$ cat config.mk
export PLATFORM = sky130hd
export DESIGN_NAME = msic_mem
export DESIGN_NICKNAME = d
export VERILOG_FILES = /design/src/hw/rtl/msic_pkg.sv /design/src/hw/rtl/msic_mem.sv
export SDC_FILE = /design/constraint.sdc
export NUM_CORES = 2
export LEC_CHECK = 0
export BUFFER_PORTS_ARGS = -buffer_cell sky130_fd_sc_hd__buf_2
export CAP_MARGIN = 20
export CORE_MARGIN = 3
export CORE_UTILIZATION = 60
export CTS_CLUSTER_DIAMETER = 40
export DETAILED_ROUTE_END_ITERATION = 7
export PLACE_DENSITY = 0.81
export SLEW_MARGIN = 10
export SYNTH_ARGS = -nofsm -noshare
export SYNTH_HDL_FRONTEND = slang
export SYNTH_SLANG_ARGS = --single-unit
$ cat constraint.sdc
create_clock -name clk_i -period 5.15 [get_ports clk_i]
set_clock_uncertainty 0.1 [all_clocks]
set_input_delay 1.03 -clock clk_i [delete_from_list [all_inputs] [get_ports clk_i]]
set_output_delay 1.03 -clock clk_i [all_outputs]
set_load 0.03 [all_outputs]
$ cat src/hw/rtl/msic_pkg.sv
// ----------------------------------------------------------------------------
// msic_pkg
// shared constants and types of the merge sort inversion count unit
// ----------------------------------------------------------------------------
`default_nettype none

package msic_pkg;

  // default store depth
  localparam int unsigned MAX_ITEMS_DEF = 64;
  // value width
  localparam int unsigned DATA_W        = 32;
  // inversion counter width and its saturation value
  localparam int unsigned INV_W         = 11;
  localparam logic [INV_W-1:0] INV_SAT  = '1;
  // output word width, value and count padded to whole bytes
  localparam int unsigned OUT_TDATA_W   = 48;

  // merge sequencer status toward the top level
  typedef struct packed {
    logic             done;
    logic             result_sel;
    logic [INV_W-1:0] inversions;
  } merge_status_t;

endpackage

`default_nettype wire

$ cat src/hw/rtl/msic_mem.sv
// ----------------------------------------------------------------------------
// msic_mem
// value store, one write port and two read ports with registered read data
// ----------------------------------------------------------------------------
`default_nettype none

module msic_mem #(
  parameter int unsigned DEPTH = msic_pkg::MAX_ITEMS_DEF,
  localparam int unsigned AW   = $clog2(DEPTH)
) (
  input  wire logic                        clk_i,
  input  wire logic                        we_i,
  input  wire logic [AW-1:0]               waddr_i,
  input  wire logic [msic_pkg::DATA_W-1:0] wdata_i,
  input  wire logic [AW-1:0]               raddr_a_i,
  input  wire logic [AW-1:0]               raddr_b_i,
  output logic      [msic_pkg::DATA_W-1:0] rdata_a_o,
  output logic      [msic_pkg::DATA_W-1:0] rdata_b_o
);

  logic [msic_pkg::DATA_W-1:0] mem_q [DEPTH];
  logic [msic_pkg::DATA_W-1:0] rdata_a_q;
  logic [msic_pkg::DATA_W-1:0] rdata_b_q;

  // write and registered reads
  always_ff @(posedge clk_i) begin
    if (we_i) begin
      mem_q[waddr_i] <= wdata_i;
    end
    rdata_a_q <= mem_q[raddr_a_i];
    rdata_b_q <= mem_q[raddr_b_i];
  end

  assign rdata_a_o = rdata_a_q;
  assign rdata_b_o = rdata_b_q;

endmodule

`default_nettype wire

==> results by group <==
STA
  – PnR worst setup slack: 1420 ps
  – Rel. slew slack: 0.2021
  – Final worst-path cycle share: 0.7242
  – Final Max Tran Viols: 0
  – Final Hold Viols: 0
  – Achievable Freq: 268.1 MHz
  – Slew at the pin closest to its max-slew limit: 1197 ps
  – Minimum hold slack: 386.9 ps
  – Final setup viols: 0
  – Setup TNS: 0 ps
  – RSZ-0062 raised after global routing: false
  – Min Tclk post-route: 3730 ps

Layout
  – Area Growth Syn to Fin: 14.38%
  – Fin area: 0.1094 mm^2
  – Multi-input logic area: 0.03165 mm^2
  – Fin cells: 6960
  – Nets@finish: 4743
  – Filler cell count: 8724
  – Utilization after layout: 0.6956
  – Reg area: 0.06278 mm^2
  – Layout cells sized above 1: 0.4092

Floorplanning
  – Die H: 405.3 um
  – Die ar.: 0.1643 mm^2
  – Ports: 116
  – FP Rows: 145
  – Die W: 405.3 um
  – Core Area: 0.1573 mm^2
  – Starting Density: 0.6082

Clocking
  – Max Buffers Root-to-Sink: 4
  – Setup Fix Bufs, Post-CTS: 0
  – Clock Latency Late Sink: 920 ps
  – TritonCTS clock tree: built
  – CTS Hold Bufs: 0
  – CTS Sinks: 2112
  – H-tree depth: 5
  – TritonCTS buffer count: 274
  – CTS resizes: 0
  – CTS clk-pin slew, worst paths: 60 ps
  – Root Driver: clkbuf_16

Route
  – Via count: 55337
  – Avg WL per Cell: 42.79 um
  – DRC viols: 0
  – Post-route antenna net violation count: 0
  – Iter 0 DRT Violations: 9850
  – DR pass1 iterations: 8
  – WL final: 297800 um
  – Via density per instance: 7.951

Pwr
  – Seq pwr share: 0.463
  – Pwr/cell area: 378.1 mW/mm^2
  – Sw Pwr: 9.581 mW
  – Leakage: 34.88 nW
  – Combinational Power Share: 0.080
  – Int Pwr: 31.79 mW
  – Clk pwr share: 0.457
  – VDD IR-drop max: 318.4 uV
  – Tot Pwr: 41.37 mW
  – Sw Ratio: 0.2316

Placed design
  – Post-DP HPWL: 161400 um
  – Post-placement cell area: 0.09988 mm^2
  – Final GP Congestion: 0.8626
  – Dpl cells: 6446
  – Pre-CTS setup slack: 886.2 ps
  – IO Port Bufs: 115

Status
  – Outcome: complete, no violations

Synthesis
  – Cells after Synth: 4412
  – Syn nets: 4464
  – Asr flop ratio synth: 0
  – Sequential-to-total area share from yosys stat: 0.6563
  – Largest cells by area after synthesis: edfxtp_1, mux4_2, mux2i_1, dfxtp_1, a22oi_1
  – Unique masters post-synth: 38
  – Top cell type's share of synthesized area: 0.6429
  – Avg Synthesized Cell Area: 21.68 um^2
  – #FFs+latches synth: 2112
  – Main synth FF type: edfxtp_1
  – Synth Cell Area: 0.09566 mm^2
  – Ys Warns: 0
  – Post-synth EDFFs: 2048
  – Cell taking the most area after synthesis: edfxtp_1

Min path
  – Worst hold path type: primary input to flip-flop

Critical path
  – Worst Path Required: 5790 ps
  – WP data arrival: 4370 ps
  – Critical path capture point type: flip-flop
  – CP Class: primary input to flip-flop
  – CP Max Fanout: 26
  – Startpoint type of the worst setup path: primary input
  – Internal reg-to-reg setup slack: 2400 ps

Job
  – Max Cap Viol: 0

Global route
  – Overall routing resource usage: 0.3684
  – Grt ovf: 0
  – Antenna violations before repair: 29
  – Largest net degree at the start of global routing: 92
  – Vias in the first global route: 56334
  – Global-route wire length before repair: 420400 um
[worst paths after layout]
| check | startpoint | to | depth (start not counted) |
|---|---|---|---|
| max | raddr_a_i[5] | rdata_a_o[17]$_DFF_P_ | 6 |
| min | wdata_i[30] | mem_q[58][30]$_DFFE_PP_ | 1 |
| max reg2reg | mem_q[63][17]$_DFFE_PP_ | rdata_a_o[17]$_DFF_P_ | 5 |
| min reg2reg | mem_q[38][7]$_DFFE_PP_ | rdata_a_o[7]$_DFF_P_ | 4 |
[cell type report]
type                       instances  share of cell area
sequential                      2112              0.5738
multi-input combinational       1952              0.2892
clock buffer                     315             0.06541
timing repair buffer             350             0.03162
tap                             2058             0.02353
clock inverter                   155             0.01600
antenna                           17           0.0003888
inverter                           1          0.00003431
[state kept, by name (all words and copies together) (netlist names)]
| register | cells |
|---|---|
| mem_q | 2048 |
| rdata_a_o | 32 |
| rdata_b_o | 32 |
[cell usage in the layout (no fill, tap or decap), types with 16 or more instances in the layout]
master	instances
a21oi_1	58
a22oi_1	85
buf_12	74
buf_2	105
buf_4	158
bufinv_16	27
clkbuf_1	32
clkbuf_16	279
clkinv_1	26
clkinv_2	19
clkinvlp_4	20
dfxtp_1	64
diode_2	17
edfxtp_1	2048
inv_6	36
mux2_2	36
mux2i_1	204
mux4_2	1124
nand2_1	92
nor2_1	31
nor2_4	63
nor2b_1	16
o211ai_1	27
o21ai_0	18
o21ai_1	31
o221ai_1	16
o22ai_1	56
[power by group through the flow]
| stage | sequential [mW] | clock [mW] | combinational (mW) |
|---|---|---|---|
| floorplan | 19.6 | 0 | 1.82 |
| global placement | 19.5 | 0 | 3.07 |
| detailed placement | 19.5 | 0 | 3.11 |
| CTS | 19.2 | 18.9 | 3.16 |
| global route | 19.2 | 19.7 | 3.41 |
| finish | 19.2 | 18.9 | 3.30 |
[worst max-delay path: stages]
cell	delay [ps]
buf_4	480
buf_4	440
nor2b_1	830
a21oi_1	410
a221oi_1	1040
a211oi_1	90
[layer usage]
metal	vias up	GRT usage	part of all wire
met5	-	0	0.00054
met4	20	0.1861	0.063
met3	1172	0.1548	0.18
met2	5618	0.5312	0.45
met1	28376	0.4879	0.31
li1	20151	-	-
[cell families after synthesis]
kind of cell / after synthesis / synth area share
AO/OA/AOI/OAI: 340 / 0.02392
buffers and inverters: 348 / 0.01826
flip-flops: 2112 / 0.6563
multiplexers: 1364 / 0.2902
AND/OR/NAND/NOR: 248 / 0.01133
[synth_stat cells, types with 36 or more instances]
master and n:
mux4_2 1124, mux2i_1 204, edfxtp_1 2048, a22oi_1 85, o22ai_1 56, nor2_1 94
dfxtp_1 64, nand2_1 93, buf_2 121, a21oi_1 58, buf_4 55, mux2_2 36
clkbuf_1 135
No activity file was read; power rests on OpenSTA's default activity.
