## src/hw/rtl/msic_pkg.sv

```systemverilog
// ----------------------------------------------------------------------------
// msic_pkg
// shared constants and types of the merge sort inversion count unit
// ----------------------------------------------------------------------------
`default_nettype none

package msic_pkg;

  // default store depth
  localparam int unsigned MAX_ITEMS_DEF = 64;
  // value width
  localparam int unsigned DATA_W        = 32;
  // inversion counter width and its saturation value
  localparam int unsigned INV_W         = 11;
  localparam logic [INV_W-1:0] INV_SAT  = '1;
  // output word width, value and count padded to whole bytes
  localparam int unsigned OUT_TDATA_W   = 48;

  // merge sequencer status toward the top level
  typedef struct packed {
    logic             done;
    logic             result_sel;
    logic [INV_W-1:0] inversions;
  } merge_status_t;

endpackage

`default_nettype wire

```

## src/hw/rtl/msic_merge.sv

```systemverilog
// ----------------------------------------------------------------------------
// msic_merge
// bottom-up merge pass sequencer, ping-pongs between the two stores and
// counts inversions while merging
// ----------------------------------------------------------------------------
`default_nettype none

module msic_merge #(
  parameter int unsigned MAX_ITEMS = msic_pkg::MAX_ITEMS_DEF,
  localparam int unsigned AW       = $clog2(MAX_ITEMS),
  localparam int unsigned CW       = $clog2(MAX_ITEMS + 1)
) (
  input  wire logic                        clk_i,
  input  wire logic                        rst_ni,
  input  wire logic                        start_i,
  input  wire logic [CW-1:0]               count_i,
  input  wire logic [msic_pkg::DATA_W-1:0] rd0_a_i,
  input  wire logic [msic_pkg::DATA_W-1:0] rd0_b_i,
  input  wire logic [msic_pkg::DATA_W-1:0] rd1_a_i,
  input  wire logic [msic_pkg::DATA_W-1:0] rd1_b_i,
  output logic      [AW-1:0]               raddr_a_o,
  output logic      [AW-1:0]               raddr_b_o,
  output logic                             we0_o,
  output logic                             we1_o,
  output logic      [AW-1:0]               waddr_o,
  output logic      [msic_pkg::DATA_W-1:0] wdata_o,
  output msic_pkg::merge_status_t          status_o
);

  // room for lo + 2 * width without wrap
  localparam int unsigned IW = CW + 2;

  typedef enum logic [1:0] {
    ST_IDLE,
    ST_SETUP,
    ST_MERGE
  } state_e;

  state_e                       state_q;
  logic [IW-1:0]                n_q, w_q, lo_q, mid_q, hi_q, i_q, j_q, k_q;
  logic                         src_q;
  logic                         done_q;
  logic [msic_pkg::INV_W-1:0]   inv_q;

  logic [IW-1:0]                lo_w, lo_2w, mid_c, hi_c, w2;
  logic [IW-1:0]                i_nx, j_nx;
  logic [msic_pkg::DATA_W-1:0]  head_a, head_b;
  logic                         left_ok, right_ok, take_a;
  logic                         run_end, pass_end;
  logic [msic_pkg::INV_W:0]     inv_sum;
  logic [msic_pkg::INV_W-1:0]   inv_nx;
  logic                         done_set;

  // run bounds clipped to the set size
  assign lo_w  = lo_q + w_q;
  assign lo_2w = lo_q + (w_q << 1);
  assign w2    = w_q << 1;
  assign mid_c = (lo_w > n_q) ? n_q : lo_w;
  assign hi_c  = (lo_2w > n_q) ? n_q : lo_2w;

  // heads of both halves come from the current source store
  assign head_a = src_q ? rd1_a_i : rd0_a_i;
  assign head_b = src_q ? rd1_b_i : rd0_b_i;

  // pick the next word, left wins ties to keep the sort stable
  assign left_ok  = i_q < mid_q;
  assign right_ok = j_q < hi_q;
  assign take_a   = left_ok && (!right_ok || ($signed(head_a) <= $signed(head_b)));
  assign i_nx     = take_a ? i_q + IW'(1) : i_q;
  assign j_nx     = take_a ? j_q : j_q + IW'(1);

  // every word still waiting on the left forms an inversion, saturating
  assign inv_sum = {1'b0, inv_q} + (msic_pkg::INV_W + 1)'(mid_q - i_q);
  assign inv_nx  = (left_ok && !take_a)
                 ? (inv_sum[msic_pkg::INV_W] ? msic_pkg::INV_SAT
                                             : inv_sum[msic_pkg::INV_W-1:0])
                 : inv_q;

  assign run_end  = (k_q + IW'(1)) == hi_q;
  assign pass_end = lo_2w >= n_q;

  // done after a trivial set or after the last pass
  assign done_set = ((state_q == ST_IDLE) && start_i && (count_i <= CW'(1)))
                 || ((state_q == ST_MERGE) && run_end && pass_end && (w2 >= n_q));

  // read the next heads so they are ready in the next cycle
  assign raddr_a_o = (state_q == ST_MERGE) ? i_nx[AW-1:0] : lo_q[AW-1:0];
  assign raddr_b_o = (state_q == ST_MERGE) ? j_nx[AW-1:0] : mid_c[AW-1:0];

  // destination is the store that is not the source
  assign we0_o   = (state_q == ST_MERGE) && src_q;
  assign we1_o   = (state_q == ST_MERGE) && !src_q;
  assign waddr_o = k_q[AW-1:0];
  assign wdata_o = take_a ? head_a : head_b;

  assign status_o.done       = done_q;
  assign status_o.result_sel = src_q;
  assign status_o.inversions = inv_q;

  // pass and run sequencing
  always_ff @(posedge clk_i or negedge rst_ni) begin
    if (!rst_ni) begin
      state_q <= ST_IDLE;
      n_q     <= '0;
      w_q     <= '0;
      lo_q    <= '0;
      mid_q   <= '0;
      hi_q    <= '0;
      i_q     <= '0;
      j_q     <= '0;
      k_q     <= '0;
      src_q   <= 1'b0;
      done_q  <= 1'b0;
      inv_q   <= '0;
    end else begin
      done_q <= done_set;
      case (state_q)
        ST_IDLE: begin
          if (start_i) begin
            n_q   <= IW'(count_i);
            w_q   <= IW'(1);
            lo_q  <= '0;
            src_q <= 1'b0;
            inv_q <= '0;
            if (count_i > CW'(1)) begin
              state_q <= ST_SETUP;
            end
          end
        end
        ST_SETUP: begin
          mid_q   <= mid_c;
          hi_q    <= hi_c;
          i_q     <= lo_q;
          j_q     <= mid_c;
          k_q     <= lo_q;
          state_q <= ST_MERGE;
        end
        ST_MERGE: begin
          i_q   <= i_nx;
          j_q   <= j_nx;
          k_q   <= k_q + IW'(1);
          inv_q <= inv_nx;
          if (run_end) begin
            if (pass_end) begin
              src_q <= ~src_q;
              w_q   <= w2;
              lo_q  <= '0;
              if (w2 >= n_q) begin
                state_q <= ST_IDLE;
              end else begin
                state_q <= ST_SETUP;
              end
            end else begin
              lo_q    <= lo_2w;
              state_q <= ST_SETUP;
            end
          end
        end
        default: begin
          state_q <= ST_IDLE;
        end
      endcase
    end
  end

endmodule

`default_nettype wire

```

## config.mk

```make
export PLATFORM = sky130hd
export DESIGN_NAME = msic_merge
export DESIGN_NICKNAME = d
export VERILOG_FILES = /design/src/hw/rtl/msic_pkg.sv /design/src/hw/rtl/msic_merge.sv
export SDC_FILE = /design/constraint.sdc
export NUM_CORES = 1
export LEC_CHECK = 0
export BUFFER_PORTS_ARGS = -buffer_cell sky130_fd_sc_hd__buf_2
export CAP_MARGIN = 20
export CORE_MARGIN = 2
export CORE_UTILIZATION = 40
export DETAILED_ROUTE_END_ITERATION = 16
export PLACE_DENSITY_LB_ADDON = 0.3
export SYNTH_ARGS = -nofsm -noshare
export SYNTH_HDL_FRONTEND = slang
export SYNTH_SLANG_ARGS = --single-unit
```

## constraint.sdc

```tcl
create_clock -name clk_i -period 5.6 [get_ports clk_i]
set_clock_uncertainty 0.2 [all_clocks]
set_input_delay 1.12 -clock clk_i [delete_from_list [all_inputs] [get_ports clk_i]]
set_output_delay 1.12 -clock clk_i [all_outputs]
set_load 0.005 [all_outputs]
```

==> summary.md <==
| Metric | Value |
|---|---|
| Worst VDD drop | roughly 210 uV |
| Die Y | approximately 150 um |
| WS Path Type | primary input to output pin |
| Leading area contributor after synthesis | dfrtp_1 |
| Register area share after synthesis | around a quarter |
| Boundary Pins | ~200 |
| Run status | finished clean |
| Worst reg2reg path depth | 16 |
| Initial DRT Pass Iterations | 5 |
| Post-synth EDFFs | 0 |
| Synth-to-layout area growth | 19.85% |
| Final Hold Viols | 0 |
| Critical path fanouts, max | 6 |
| Least-Margin Pin Slew | just over 0.8 ns |
| First-pass GRT wire length | around 39 mm |
| Die Area | 0.02241 sq mm |
| Ant. Diodes | 0 |
| CTS H-Tree Depth | 3 |
| CP startpoint | rd1_a_i[14] |
| Power per Cell Area | between 300 and 400 mW/mm^2 |
| Cts-stage hold buffer count | 0 |
| Initial DRC count | 325 |
| Synthesized Nets | 1200 |
| Top Family by Delay on Critical Path | compound AO/OA/AOI/OAI gates |
| Number of CTS-inserted buffers | 9 |
| Register area | between 0.002 and 0.0025 sq mm |
| Area share of the largest cell type after synthesis | between 20% and 30% |
| Multi-input logic area | ~0.0060 sq mm |
| Largest stage delay, worst path | around 0.40 ns |
| Initial core utilization | between 40% and 50% |
| Vias in the first global route | between 7000 and 8000 |
| Minimum clock period | about 5.5 ns |
| Clk Latency, worst-skew pair | 0.35 ns |
| Cell area after layout | between 0.01 and 0.015 sq mm |
| Worst Setup End Kind | output pin |
| Total core area | ~0.021 sq mm |
| Hold slack final | 0.3089 ns |
| PortBufs | 202 |
| Clock Path Buffers | 2 |
| Arrival time worst endpoint | between 4 and 5 ns |
| Unique masters post-synth | 80 |
| Synth top area cells | dfrtp_1 25%, ha_1 15%, mux2i_1 6.4%, mux2_2 5.4%, a21oi_1 4.6% |
| Hpwl dp | 20.44 mm |
| # DRC | 0 |
| Max-slew violations | 0 |
| CTS tree | built |
| Top_reg_cell synth | dfrtp_1 |
| Antenna violations before repair | 0 |
| WP depth | 15 |
| Remaining global-route overflow | 0 |
| Worst-path cell chain | buf_2 -> mux2_2 -> ha_1 -> nand4_2 -> nor4_2 -> a21boi_2 -> o41a_1 -> or3_4 -> a21oi_4 -> buf_4 -> buf_4 -> o21ai_2 -> xor2_1 -> mux2i_2 -> buf_2 |
| Sink Count | 84 |
| Number of fill cells | roughly 2100 |
| Mapped cell area | between 0.008 and 0.009 sq mm |
| Routed WL | about 26 mm |
| GPL Wtd Cong | between 0.8 and 0.9 |
| Share of cells above drive strength 1 | between 20% and 30% |
| Rows | between 50 and 60 |
| Synth warn | 0 |
| CP Buf/Inv Count | 4 |
| Fmax | between 0.15 and 0.2 GHz |
| Synth Register Bits | 84 |
| Fin crit share | a little over nine tenths |
| Worst Path Required | about 4.3 ns |
| Die X | roughly 150 um |
| Reg2Reg Launch Point | w_q[0] |
| Worst-path clk slew | about 0.070 ns |
| Area post-placement | about 0.01 sq mm |
| Post-DR vias/cell | ~5.6 |
| Most frequent cells after synthesis | 100 x ha_1, 84 x dfrtp_1, 78 x a21oi_1 |
| Count leader, synth | ha_1 |
| Final ANT Viol Nets | 0 |
| Nets | 1381 |
| Syn Inst Count | around 960 |
| Hold WC Path Type | flip-flop to flip-flop |
| Largest net degree at the start of global routing | 63 |
| Async set or reset register ratio after synthesis | 100.0% |
| Crit Reg-Reg Endpoint | w_q[3] |
| # setup viols final | 0 |
| Overall Global Routing Usage | 22.49% |
| Clock root buffer | clkbuf_16 |
| RSZ-0062 raised after global routing | yes |
| Lkg Pwr | between 4 and 5 nW |
| Critical Path Start Type | primary input |
| Setup crit end | raddr_b_o[2] |
| DR vias | a little under 8000 |
| Slew margin rel. | a little under half |
| Max-cap viol count | 0 |
| Slowest-stage cell, CP | o41a_1 |
| Worst reg-to-reg setup slack | between 1 and 1.5 ns |
| Mean area per synthesized cell | roughly 8.9 sq um |
| WL/cell | 18.32 um |
| Power, Total | ~3.5 mW |
area by class of cell:
class                      count  area share [%]
timing repair buffer         231           12.42
clock buffer                   9           2.213
clock inverter                 7          0.7499
sequential                    84           20.70
tap                          275           3.381
inverter                      55           2.029
multi-input combinational    758           58.51
repair_timing:
| item | 4_1_cts | 5_1_grt |
|---|---|---|
| buffers inserted | 0 | 3 |
| endpoints found under the setup margin | 14 | 25 |
| pin swaps | 1 | 1 |
| resized for setup | 5 | 8 |
sequential cells by signal (all words and copies together) (netlist names):
register and count:
w_q 9, src_q 1, inv_q 11, mid_q 9, state_q 2, n_q 7, done_q 1, hi_q 9
lo_q 8, j_q 9, i_q 9, k_q 9
power by group:
group | switching [mW] | internal [mW] | leakage, nW
sequential | 0.121 | 0.690 | 1.10
clock | 0.273 | 0.348 | 0.142
combinational | 1.10 | 0.916 | 3.48
total | 1.50 | 1.95 | 4.72
how the worst min path moves through the flow:
stage | start | endpoint | slack [ns] | depth (start not counted)
6_report | k_q[8] | k_q[8] | 0.31 | 1
5_1_grt | k_q[8] | k_q[8] | 0.34 | 1
4_1_cts | k_q[8] | k_q[8] | 0.32 | 1
3_5_place_dp | mid_q[8] | mid_q[8] | 0.29 | 1
3_3_place_gp | mid_q[8] | mid_q[8] | 0.29 | 1
2_1_floorplan | i_q[8] | i_q[8] | 0.26 | 1
through the flow:
stage          setup WS, ns  utilization, %  setup TNS, ns  instances
2_1_floorplan        0.3873               -              0        958
3_3_place_gp        0.01720           46.72              0       1400
3_5_place_dp       -0.01365           46.72       -0.01365       1400
4_1_cts             0.01491           48.26              0       1416
5_1_grt            -0.01118           48.57       -0.01118       1419
6_report             0.1054           48.57              0       1419
layout by cell type, fill, tap and decap left out, types with 7 or more instances in the layout:
cell type | netlist | final
a21o_1 | 16 | 16
a21oi_1 | 78 | 78
a22o_1 | 8 | 8
and2_1 | 10 | 10
and3_1 | 7 | 7
buf_2 | 11 | 201
buf_4 | 8 | 26
clkbuf_16 | 0 | 9
dfrtp_1 | 84 | 82
ha_1 | 100 | 99
inv_1 | 54 | 54
mux2_2 | 41 | 41
mux2i_1 | 54 | 48
nand2_1 | 47 | 47
nand3_1 | 28 | 28
nand4_1 | 13 | 13
nor2_1 | 46 | 46
nor2b_1 | 11 | 11
nor3_1 | 8 | 8
o21a_1 | 12 | 12
o21ai_0 | 58 | 58
o22ai_1 | 13 | 13
o31a_1 | 32 | 32
o31ai_1 | 8 | 8
xnor2_1 | 34 | 33
xor2_1 | 13 | 13
per-layer routing:
layer | up-vias | part of all wire [%] | GRT usage, %
met5 | - | 0 | 0
li1 | 3927 | - | -
met4 | 0 | 2.6 | 8.443
met3 | 33 | 5.5 | 2.713
met2 | 234 | 49 | 39.08
met1 | 3748 | 43 | 28.61
kinds of logic after synthesis:
logic type      synth area share (%)
compound gates                 24.28
xor+xnor                       4.848
mux                            11.80
other cells                  0.04416
simple gates                   12.86
flops                          24.75
buf+inv                        5.731
fa+ha+maj                      15.68
No activity file was read; power rests on OpenSTA's default activity.
